### src/rtl/core/rcpf_pkg.sv
package rcpf_pkg;

  localparam int CFG_AW = 2;
  localparam int CFG_DW = 12;

  localparam logic [CFG_AW-1:0] REG_WIDTH  = 2'd0;
  localparam logic [CFG_AW-1:0] REG_HEIGHT = 2'd1;
  localparam logic [CFG_AW-1:0] REG_UPSIDE = 2'd2;

  localparam logic [9:0]  WIDTH_RST  = 10'd384;
  localparam logic [11:0] HEIGHT_RST = 12'd1;
  localparam logic        UPSIDE_RST = 1'b1;

  localparam logic [7:0] B_ESC  = 8'h1B;
  localparam logic [7:0] B_DC2  = 8'h12;
  localparam logic [7:0] B_GS   = 8'h1D;
  localparam logic [7:0] B_LBRC = 8'h7B;
  localparam logic [7:0] B_A    = 8'h61;
  localparam logic [7:0] B_HASH = 8'h23;
  localparam logic [7:0] B_3    = 8'h33;
  localparam logic [7:0] B_V    = 8'h76;
  localparam logic [7:0] B_0    = 8'h30;
  localparam logic [7:0] B_D    = 8'h64;
  localparam logic [7:0] DARK_MAX  = 8'h9F;
  localparam logic [7:0] DARK_NORM = 8'h58;
  localparam logic [7:0] FEED_LINES = 8'h03;
  localparam logic [7:0] ALIGN_CTR  = 8'h01;
  localparam logic [7:0] ZERO_BYTE  = 8'h00;

  localparam int IDX_W   = 4;
  localparam int PRE_LEN = 12;
  localparam int HDR_LEN = 8;
  localparam int TRL_LEN = 6;

  localparam int FIFO_DEPTH = 4;
  localparam int FIFO_AW    = 2;

  typedef struct packed {
    logic [7:0]  data;
    logic        pre;
    logic        hdr;
    logic        trl;
    logic        ud;
    logic [15:0] bpl;
    logic [7:0]  lines;
  } entry_t;

  typedef struct packed {
    logic valid;
    logic ready;
  } hs_t;

  typedef enum logic [4:0] {
    S_NEW = 5'b00001,
    S_PRE = 5'b00010,
    S_HDR = 5'b00100,
    S_DAT = 5'b01000,
    S_TRL = 5'b10000
  } phase_t;

  function automatic logic [7:0] pre_byte(input logic [IDX_W-1:0] idx, input logic ud);
    logic [7:0] b;
    unique case (idx)
      4'd0:    b = B_ESC;
      4'd1:    b = B_LBRC;
      4'd2:    b = {7'd0, ud};
      4'd3:    b = B_ESC;
      4'd4:    b = B_A;
      4'd5:    b = ALIGN_CTR;
      4'd6:    b = B_DC2;
      4'd7:    b = B_HASH;
      4'd8:    b = DARK_MAX;
      4'd9:    b = B_ESC;
      4'd10:   b = B_3;
      default: b = ZERO_BYTE;
    endcase
    return b;
  endfunction

  function automatic logic [7:0] hdr_byte(input logic [IDX_W-1:0] idx,
                                          input logic [15:0] bpl,
                                          input logic [7:0] lines);
    logic [7:0] b;
    unique case (idx)
      4'd0:    b = B_GS;
      4'd1:    b = B_V;
      4'd2:    b = B_0;
      4'd4:    b = bpl[7:0];
      4'd5:    b = bpl[15:8];
      4'd6:    b = lines;
      default: b = ZERO_BYTE;
    endcase
    return b;
  endfunction

  function automatic logic [7:0] trl_byte(input logic [IDX_W-1:0] idx);
    logic [7:0] b;
    unique case (idx)
      4'd0:    b = B_ESC;
      4'd1:    b = B_D;
      4'd2:    b = FEED_LINES;
      4'd3:    b = B_DC2;
      4'd4:    b = B_HASH;
      4'd5:    b = DARK_NORM;
      default: b = ZERO_BYTE;
    endcase
    return b;
  endfunction

endpackage

### src/rtl/core/rcpf_front.sv
module rcpf_front #(
  parameter int BAND_LINES     = 24,
  parameter int MAX_WIDTH_DOTS = 512
) (
  input  logic                        clk,
  input  logic                        rst_n,
  input  logic                        cfg_we,
  input  logic [rcpf_pkg::CFG_AW-1:0] cfg_addr,
  input  logic [rcpf_pkg::CFG_DW-1:0] cfg_wdata,
  input  logic [7:0]                  in_data,
  input  rcpf_pkg::hs_t               in_hs,
  output rcpf_pkg::entry_t            push_entry
);

  localparam int WCW_RAW = $clog2(MAX_WIDTH_DOTS + 1);
  localparam int WCW     = (WCW_RAW > 10) ? WCW_RAW : 10;
  localparam int BPL_W   = $clog2((MAX_WIDTH_DOTS + 7) / 8 + 1);
  localparam int RIB_W   = $clog2(BAND_LINES + 1);

  logic [9:0]       width_r;
  logic [11:0]      height_r;
  logic             ud_r;
  logic             active_r, active_nxt;
  logic [BPL_W-1:0] cc_r, cc_nxt;
  logic [RIB_W-1:0] rib_r, rib_nxt;
  logic [11:0]      lr_r, lr_nxt;

  logic [WCW-1:0]   w_c;
  logic [WCW-1:0]   bpl_full;
  logic [BPL_W-1:0] bpl;
  logic             pre;
  logic [11:0]      lr;
  logic [RIB_W-1:0] rib, rib1;
  logic [BPL_W-1:0] cc, cc1;
  logic [11:0]      lr_dec;
  logic             line_end;
  logic             accept;

  assign accept = in_hs.valid & in_hs.ready;

  always_comb begin
    w_c = WCW'(width_r);
    if (width_r == 10'd0) begin
      w_c = WCW'(1);
    end else if (WCW'(width_r) > WCW'(MAX_WIDTH_DOTS)) begin
      w_c = WCW'(MAX_WIDTH_DOTS);
    end
    bpl_full = (w_c + WCW'(7)) >> 3;
    bpl      = bpl_full[BPL_W-1:0];
  end

  always_comb begin
    pre = ~active_r;
    lr  = pre ? ((height_r == 12'd0) ? 12'd1 : height_r) : lr_r;
    rib = pre ? '0 : rib_r;
    cc  = pre ? '0 : cc_r;

    cc1      = cc + BPL_W'(1);
    line_end = (cc1 >= bpl);
    lr_dec   = (lr != 12'd0) ? (lr - 12'd1) : 12'd0;
    rib1     = rib + RIB_W'(1);

    cc_nxt     = cc1;
    lr_nxt     = lr;
    rib_nxt    = rib;
    active_nxt = 1'b1;
    if (line_end) begin
      cc_nxt  = '0;
      lr_nxt  = lr_dec;
      rib_nxt = ((rib1 >= RIB_W'(BAND_LINES)) || (lr_dec == 12'd0)) ? '0 : rib1;
      if (lr_dec == 12'd0) begin
        active_nxt = 1'b0;
      end
    end

    push_entry.data  = in_data;
    push_entry.pre   = pre;
    push_entry.hdr   = (cc == '0) && (rib == '0);
    push_entry.trl   = line_end && (lr_dec == 12'd0);
    push_entry.ud    = ud_r;
    push_entry.bpl   = 16'(bpl);
    push_entry.lines = (lr > 12'(BAND_LINES)) ? 8'(BAND_LINES) : lr[7:0];
  end

  always_ff @(posedge clk) begin
    if (!rst_n) begin
      width_r  <= rcpf_pkg::WIDTH_RST;
      height_r <= rcpf_pkg::HEIGHT_RST;
      ud_r     <= rcpf_pkg::UPSIDE_RST;
    end else if (cfg_we) begin
      unique case (cfg_addr)
        rcpf_pkg::REG_WIDTH:  width_r  <= cfg_wdata[9:0];
        rcpf_pkg::REG_HEIGHT: height_r <= cfg_wdata[11:0];
        rcpf_pkg::REG_UPSIDE: ud_r     <= cfg_wdata[0];
        default: ;
      endcase
    end
  end

  always_ff @(posedge clk) begin
    if (!rst_n) begin
      active_r <= 1'b0;
      cc_r     <= '0;
      rib_r    <= '0;
      lr_r     <= '0;
    end else if (accept) begin
      active_r <= active_nxt;
      cc_r     <= cc_nxt;
      rib_r    <= rib_nxt;
      lr_r     <= lr_nxt;
    end
  end

endmodule

### src/rtl/core/rcpf_fifo.sv
module rcpf_fifo (
  input  logic             clk,
  input  logic             rst_n,
  input  rcpf_pkg::entry_t wr_entry,
  input  logic             wr_valid,
  output logic             wr_ready,
  output rcpf_pkg::entry_t rd_entry,
  output logic             rd_valid,
  input  logic             rd_pop
);

  localparam int AW = rcpf_pkg::FIFO_AW;

  rcpf_pkg::entry_t mem_r [rcpf_pkg::FIFO_DEPTH];
  logic [AW-1:0]    wp_r, rp_r;
  logic [AW:0]      cnt_r, cnt_nxt;
  logic             push, pop;

  assign wr_ready = (cnt_r != (AW + 1)'(rcpf_pkg::FIFO_DEPTH));
  assign rd_valid = (cnt_r != '0);
  assign rd_entry = mem_r[rp_r];
  assign push     = wr_valid & wr_ready;
  assign pop      = rd_pop & rd_valid;

  always_comb begin
    cnt_nxt = cnt_r;
    if (push && !pop) begin
      cnt_nxt = cnt_r + (AW + 1)'(1);
    end else if (pop && !push) begin
      cnt_nxt = cnt_r - (AW + 1)'(1);
    end
  end

  always_ff @(posedge clk) begin
    if (push) begin
      mem_r[wp_r] <= wr_entry;
    end
  end

  always_ff @(posedge clk) begin
    if (!rst_n) begin
      wp_r  <= '0;
      rp_r  <= '0;
      cnt_r <= '0;
    end else begin
      cnt_r <= cnt_nxt;
      if (push) begin
        wp_r <= wp_r + AW'(1);
      end
      if (pop) begin
        rp_r <= rp_r + AW'(1);
      end
    end
  end

endmodule

### src/rtl/core/rcpf_back.sv
module rcpf_back (
  input  logic             clk,
  input  logic             rst_n,
  input  rcpf_pkg::entry_t head,
  input  logic             head_valid,
  output logic             head_pop,
  output logic [7:0]       out_byte,
  output logic             out_valid,
  output logic             out_last,
  output logic             out_done,
  input  logic             out_ready
);

  localparam int IW = rcpf_pkg::IDX_W;

  rcpf_pkg::phase_t st_r, st_nxt, ph;
  logic [IW-1:0]    ix_r, ix_nxt, ix;
  logic [7:0]       byte_c;
  logic             end_c, done_c, load;
  logic             valid_r;
  logic [7:0]       byte_r;
  logic             last_r, done_r;

  assign load = head_valid & (~valid_r | out_ready);

  always_comb begin
    if (st_r == rcpf_pkg::S_NEW) begin
      ph = head.pre ? rcpf_pkg::S_PRE : (head.hdr ? rcpf_pkg::S_HDR : rcpf_pkg::S_DAT);
      ix = '0;
    end else begin
      ph = st_r;
      ix = ix_r;
    end

    byte_c = 8'h00;
    end_c  = 1'b0;
    done_c = 1'b0;
    st_nxt = ph;
    ix_nxt = ix + IW'(1);
    unique case (ph)
      rcpf_pkg::S_PRE: begin
        byte_c = rcpf_pkg::pre_byte(ix, head.ud);
        if (ix == IW'(rcpf_pkg::PRE_LEN - 1)) begin
          st_nxt = head.hdr ? rcpf_pkg::S_HDR : rcpf_pkg::S_DAT;
          ix_nxt = '0;
        end
      end
      rcpf_pkg::S_HDR: begin
        byte_c = rcpf_pkg::hdr_byte(ix, head.bpl, head.lines);
        if (ix == IW'(rcpf_pkg::HDR_LEN - 1)) begin
          st_nxt = rcpf_pkg::S_DAT;
          ix_nxt = '0;
        end
      end
      rcpf_pkg::S_DAT: begin
        byte_c = head.data;
        ix_nxt = '0;
        if (head.trl) begin
          st_nxt = rcpf_pkg::S_TRL;
        end else begin
          st_nxt = rcpf_pkg::S_NEW;
          end_c  = 1'b1;
        end
      end
      rcpf_pkg::S_TRL: begin
        byte_c = rcpf_pkg::trl_byte(ix);
        if (ix == IW'(rcpf_pkg::TRL_LEN - 1)) begin
          st_nxt = rcpf_pkg::S_NEW;
          ix_nxt = '0;
          end_c  = 1'b1;
          done_c = 1'b1;
        end
      end
      default: begin
        st_nxt = rcpf_pkg::S_NEW;
        ix_nxt = '0;
      end
    endcase
  end

  assign head_pop = load & end_c;

  always_ff @(posedge clk) begin
    if (!rst_n) begin
      st_r    <= rcpf_pkg::S_NEW;
      ix_r    <= '0;
      valid_r <= 1'b0;
    end else begin
      if (load) begin
        st_r <= st_nxt;
        ix_r <= ix_nxt;
      end
      if (load) begin
        valid_r <= 1'b1;
      end else if (out_ready) begin
        valid_r <= 1'b0;
      end
    end
  end

  always_ff @(posedge clk) begin
    if (load) begin
      byte_r <= byte_c;
      last_r <= end_c;
      done_r <= done_c;
    end
  end

  assign out_byte  = byte_r;
  assign out_valid = valid_r;
  assign out_last  = last_r;
  assign out_done  = done_r;

endmodule

### src/rtl/core/raster_chunk_print_framer.sv
// Raster image to printer command stream framer.
// in_*  : one image byte per beat, row-major print order.
// out_* : command stream, one byte per beat; tlast marks the last byte caused
//         by an input beat, tuser marks the final trailer byte of the image.
// cfg_* : width_dots (0), image_height (1), upside_down (2); write only while
//         the block is idle. Height is latched when an image starts.
// The first beat of an image expands to 12 preamble bytes, every band start
// adds an 8-byte header, and the last beat appends a 6-byte trailer.
// An input beat is written into the queue and its first byte is then registered in
// the output stage, which drives out_tvalid. Throughput: one output beat per cycle
// while out_tready is high; plain data beats pass at one per cycle, an expanded beat
// emits up to 27 bytes while the 4-entry queue keeps taking input until it fills.
// Reset (synchronous, rst_n low) returns to idle, empties the queue, drops
// out_tvalid and restores register defaults.
// When out_tready is low the output beat holds; input stalls once the queue
// is full.
module raster_chunk_print_framer #(
  parameter int BAND_LINES     = 24,
  parameter int MAX_WIDTH_DOTS = 512
) (
  input  logic                        clk,
  input  logic                        rst_n,
  input  logic                        cfg_we,
  input  logic [rcpf_pkg::CFG_AW-1:0] cfg_addr,
  input  logic [rcpf_pkg::CFG_DW-1:0] cfg_wdata,
  input  logic                        in_tvalid,
  output logic                        in_tready,
  input  logic [7:0]                  in_tdata,   // [7:0] image_byte
  output logic                        out_tvalid,
  input  logic                        out_tready,
  output logic [7:0]                  out_tdata,  // [7:0] out_byte
  output logic                        out_tlast,
  output logic                        out_tuser   // [0] image_done
);

  rcpf_pkg::entry_t push_entry, head;
  rcpf_pkg::hs_t    in_hs;
  logic             head_valid, head_pop;

  assign in_hs.valid = in_tvalid;
  assign in_hs.ready = in_tready;

  rcpf_front #(
    .BAND_LINES     (BAND_LINES),
    .MAX_WIDTH_DOTS (MAX_WIDTH_DOTS)
  ) u_front (
    .clk        (clk),
    .rst_n      (rst_n),
    .cfg_we     (cfg_we),
    .cfg_addr   (cfg_addr),
    .cfg_wdata  (cfg_wdata),
    .in_data    (in_tdata),
    .in_hs      (in_hs),
    .push_entry (push_entry)
  );

  rcpf_fifo u_fifo (
    .clk      (clk),
    .rst_n    (rst_n),
    .wr_entry (push_entry),
    .wr_valid (in_tvalid),
    .wr_ready (in_tready),
    .rd_entry (head),
    .rd_valid (head_valid),
    .rd_pop   (head_pop)
  );

  rcpf_back u_back (
    .clk        (clk),
    .rst_n      (rst_n),
    .head       (head),
    .head_valid (head_valid),
    .head_pop   (head_pop),
    .out_byte   (out_tdata),
    .out_valid  (out_tvalid),
    .out_last   (out_tlast),
    .out_done   (out_tuser),
    .out_ready  (out_tready)
  );

endmodule

### config.mk
export PLATFORM = sky130hd
export DESIGN_NAME = raster_chunk_print_framer
export DESIGN_NICKNAME = d
export VERILOG_FILES = /design/src/rtl/core/rcpf_pkg.sv /design/src/rtl/core/rcpf_front.sv /design/src/rtl/core/rcpf_fifo.sv /design/src/rtl/core/rcpf_back.sv /design/src/rtl/core/raster_chunk_print_framer.sv
export SDC_FILE = /design/constraint.sdc
export NUM_CORES = 1
export LEC_CHECK = 0
export ABC_CLOCK_PERIOD_IN_PS = 4400
export BUFFER_PORTS_ARGS = -buffer_cell sky130_fd_sc_hd__buf_2
export CORE_UTILIZATION = 32
export CTS_BUF_LIST = sky130_fd_sc_hd__clkbuf_2 sky130_fd_sc_hd__clkbuf_4 sky130_fd_sc_hd__clkbuf_8
export DETAILED_ROUTE_END_ITERATION = 8
export PLACE_DENSITY = 0.45
export SETUP_SLACK_MARGIN = 0.4
export SYNTH_ARGS = -nofsm -noshare
export SYNTH_HDL_FRONTEND = slang
export SYNTH_SLANG_ARGS = --single-unit
export TNS_END_PERCENT = 5
### constraint.sdc
create_clock -name clk -period 4.4 [get_ports clk]
set_input_delay 0.88 -clock clk [delete_from_list [all_inputs] [get_ports clk]]
set_output_delay 0.88 -clock clk [all_outputs]
set_load 0.05 [all_outputs]
==> results.md <==
Cells and area:
- Relative to the synthesized area, the layout overhead comes to 12.6%.
- In the layout the commonest cells are 118 x sky130_fd_sc_hd__edfxtp_1, 98 x sky130_fd_sc_hd__nand2_1, 66 x sky130_fd_sc_hd__dfxtp_1.
- At the end of the flow the core is filled with cells to 0.366.
- In the final layout, the share of cells above drive strength 1 is 0.167.
- The most common cell after layout, fill and taps aside is sky130_fd_sc_hd__edfxtp_1.
- The repair_antennas step left the layout with diodes totalling 0.
- The final-stage net count is 900.

CTS:
- The depth of the CTS H-tree is 4.
- The buffer levels on the longest clock path is 2.
- The number of cells upsized or downsized after cts is 0.
- Buffers added to address setup during post-CTS repair amount to 0.
- The buffer cell driving the clock tree root is sky130_fd_sc_hd__clkbuf_8.
- The clock-pin slew on the worst setup and hold paths is 120 ps.
- The clock latency on the worst-skew pair is 470 ps.
- The hold-fix buffer count after cts is 0.
- The number of sinks driven by the clock tree is 185.
- The TritonCTS clock tree is built.
- In this run, CTS created clock tree buffers numbering 17.

Job:
- Across the run, the number of max-cap violations was 0.

Pwr:
- In this run the static leakage power is 3.56 nW.
- The internal cell power is 3.07 mW.
- The worst supply voltage drop on vdd is 0.226 mV.
- The net switching share of the total power is 0.384.
- Power spread over the standard cell area amounts to 490 nW/um^2.
- The share of total power dissipated in sequential elements is 0.453.
- In this run the power spent charging and discharging nets is 1.91 mW.
- Of the total power, combinational logic draws 0.308.
- The share of total power dissipated in the clock network is 0.239.

Global route:
- The pin count of the biggest net entering global routing is 43.
- The number of antenna violations at the first check in global routing came to 0.
- The global-route total usage across every layer is 0.162.
- The total overflow left after global routing is 0.
- The first global-routing pass estimated 35.6 mm of wire.
- The number of global-route vias before repair is 6142.

Timing:
- For the finished layout, the period the worst path requires is 3510 ps.
- The number of pins exceeding their max-slew limit in the final report was 0.
- The number of hold-slack violations in the final timing report is 0.
- For the final database, setup skew stands at 22.7 ps.
- The maximum achievable frequency is 285 MHz.
- The worst setup slack after layout is 888 ps.
- Setup repair after global routing left no endpoint under its margin.
- The tightest slew margin relative to the limit is 0.339.
- The transition time at the pin with the least slew margin is 988 ps.
- The final setup TNS is 0 ps.
- The portion of the clock cycle consumed by the worst path in the final layout is 0.798.
- The number of setup violations in the final report is 0.

Routing:
- The first TritonRoute pass finished after 5 iterations.
- The count of vias placed by the detailed router is 6394.
- The count of nets left with antenna violations once routing finished came out at 0.
- In the final routed layout, each cell accounts on average for 18.2 um.
- The average via count per standard cell is 5.15.
- The number of DRC markers after the initial detailed-route iteration is 465.
- In the routed design, unresolved DRC markers number 0.
- The final wirelength is 22.5 mm.

Setup path:
- The startpoint type of the worst setup path is a register.
- The internal reg-to-reg setup slack is 890 ps.
- For the worst setup path, the data arrival time is 3910 ps.
- The maximum net fanout on the critical path is 13.
- The worst setup path category is register to register.
- The most repeated library cell on the critical path is sky130_fd_sc_hd__nand2_1.
- Traced cell by cell, the critical path runs through nor3_1, nand2_1, nand2_1, inv_1, ha_1, nand3_1, o31ai_1, nand2_1, ha_1, inv_1, fa_1, xor2_1, or3_1, a21oi_1.
- The worst flop-to-flop path startpoint is u_back.st_r[1].
- On the worst path, the slowest cell contributes a delay of 490 ps.
- STA classifies the critical path endpoint as a register.
- The most critical setup path has its startpoint at u_back.st_r[1].
- The standard cell with the maximum stage delay on the critical path is sky130_fd_sc_hd__nor3_1.
- The required time at the worst-slack endpoint is 4800 ps.

Floorplanning:
- The core box area is 27800 um^2.
- The die outline area is 28900 um^2.
- For this configuration, the core starts out at a cell density of 0.325.
- The vertical extent of the die is 170 um.
- 39 I/O pins were placed.
- The floorplan row count is 61.
- From left edge to right edge, the die measures 170 um.

Placed design:
- At the placement stage, the worst setup path has a slack of 913 ps.
- Input and output buffers added on the ports amount to 38.
- At the end of routability-driven placement, the weighted congestion stood at 0.878.
- The wire-length estimate of the detail-placed layout is 15.5 mm.

Yosys:
- A synthesized cell averages 11.3 um^2.
- The post-synthesis sequential element count is 185.
- The mapped netlist covers 9020 um^2.
- The synthesized design contains 118 enable-type register cells.
- Synthesis produced 801 cells.
- The sequential area share after synthesis is 0.541.
- The most used flip-flop cell after synthesis is sky130_fd_sc_hd__edfxtp_1.
- The number of distinct library cells after synthesis is 77.
- During synthesis, Yosys emitted a total of 0 warnings.
- The async set-reset flop share out of synthesis is 0.

Run status:
- The run finished with clean final reports.

Worst hold path:
- In this run the most critical hold path is launched from u_front.height_r[0].
- The min-delay analysis places its worst path in the category register to register.
[layout make-up]
class	instances	area, um^2
timing repair buffer	59	348
clock buffer	17	234
sequential	185	4890
fill	2799	17600
clock inverter	15	198
inverter	29	109
multi-input combinational	558	3920
tap	378	473
[cells by family after synthesis]
kind of cell	after synthesis	share of synthesized area
xor gates and xnor gates	20	0.0194
buffers and inverters	69	0.0302
other	1	0.000416
adders and majority gates	23	0.0327
DFF	185	0.541
and+or+nand+nor	262	0.139
muxes	56	0.100
AOI/OAI and AO/OA	185	0.137
[layer usage]
metal / global-route usage / wire length [um] / vias to the layer above
li1: - / - / 3110
met1: 0.234 / 11100 / 3108
met2: 0.248 / 10200 / 161
met3: 0.0300 / 959 / 15
met4: 0.0407 / 268 / 0
met5: 0 / 0 / -
[critical path: cells and delay by family (launching register included)]
| kind | cells | cell delay (ps) |
|---|---|---|
| simple gates | 6 | 1600 |
| fa+ha+maj | 3 | 910 |
| flops | 1 | 370 |
| compound gates | 2 | 280 |
| xor+xnor | 1 | 150 |
| buf+inv | 2 | 140 |
[flip-flops by register name (all words and copies together) (netlist names), named ones only]
name,count
u_fifo.rp_r,2
u_back.ix_r,4
u_front.cc_r,7
u_back.out_valid,1
u_front.rib_r,5
u_front.active_r,1
u_front.lr_r,12
u_fifo.mem_r,108
u_fifo.cnt_r,3
u_back.out_last,1
u_front.width_r,10
u_back.out_done,1
u_back.st_r,5
u_fifo.wp_r,2
u_back.out_byte,8
u_front.ud_r,1
u_front.height_r,12
[metrics by stage]
step | hold slack (ps) | area (um^2) | instances | total power, mW
CTS | 479 | 10200 | 1241 | 5.03
detailed placement | 457 | 9730 | 1209 | 3.84
finish | 473 | 10200 | 1241 | 4.98
global route | 493 | 10200 | 1241 | 5.25
global placement | 454 | 9730 | 1209 | 3.86
floorplan | 440 | 9060 | 812 | 3.38
[synth_stat cells (4+ instances only)]
library cell | instances | area share
sky130_fd_sc_hd__o211ai_1 | 10 | 0.0083
sky130_fd_sc_hd__o21ai_0 | 31 | 0.017
sky130_fd_sc_hd__a31oi_1 | 9 | 0.0062
sky130_fd_sc_hd__nor3_1 | 22 | 0.012
sky130_fd_sc_hd__nand2b_1 | 4 | 0.0028
sky130_fd_sc_hd__clkbuf_1 | 32 | 0.013
sky130_fd_sc_hd__or3_1 | 5 | 0.0035
sky130_fd_sc_hd__buf_2 | 5 | 0.0028
sky130_fd_sc_hd__mux4_2 | 27 | 0.067
sky130_fd_sc_hd__nand2_1 | 98 | 0.041
sky130_fd_sc_hd__inv_1 | 25 | 0.010
sky130_fd_sc_hd__a21oi_1 | 60 | 0.033
sky130_fd_sc_hd__ha_1 | 22 | 0.031
sky130_fd_sc_hd__nor3b_1 | 9 | 0.0075
sky130_fd_sc_hd__xnor2_1 | 9 | 0.0087
sky130_fd_sc_hd__nor2b_1 | 5 | 0.0035
sky130_fd_sc_hd__o31ai_1 | 4 | 0.0033
sky130_fd_sc_hd__and3_1 | 4 | 0.0028
sky130_fd_sc_hd__o22ai_1 | 4 | 0.0028
sky130_fd_sc_hd__nand3_1 | 24 | 0.013
sky130_fd_sc_hd__a211oi_1 | 4 | 0.0033
sky130_fd_sc_hd__and2_1 | 8 | 0.0055
sky130_fd_sc_hd__dfxtp_1 | 67 | 0.15
sky130_fd_sc_hd__xor2_1 | 11 | 0.011
sky130_fd_sc_hd__nor4_1 | 9 | 0.0062
sky130_fd_sc_hd__nor2_1 | 52 | 0.022
sky130_fd_sc_hd__edfxtp_1 | 118 | 0.39
sky130_fd_sc_hd__o31a_1 | 5 | 0.0049
sky130_fd_sc_hd__mux2i_1 | 26 | 0.029
sky130_fd_sc_hd__o21ai_1 | 5 | 0.0028
sky130_fd_sc_hd__or2_2 | 6 | 0.0042
[worst paths after layout]
check                                           end  cells past startpoint
worst max register to register      u_fifo.cnt_r[2]                     14
worst max-delay path                u_fifo.cnt_r[2]                     14
worst min-delay path            u_front.height_r[0]                      2
worst min register to register  u_front.height_r[0]                      2
[power groups by stage]
stage	Clock [mW]	Combinational, mW	Sequential (mW)
detailed placement	0	1.54	2.30
finish	1.19	1.53	2.26
floorplan	0	0.944	2.44
global route	1.30	1.68	2.28
global placement	0	1.56	2.30
CTS	1.23	1.54	2.26
Note: power is estimated with default switching activity, not from simulation.
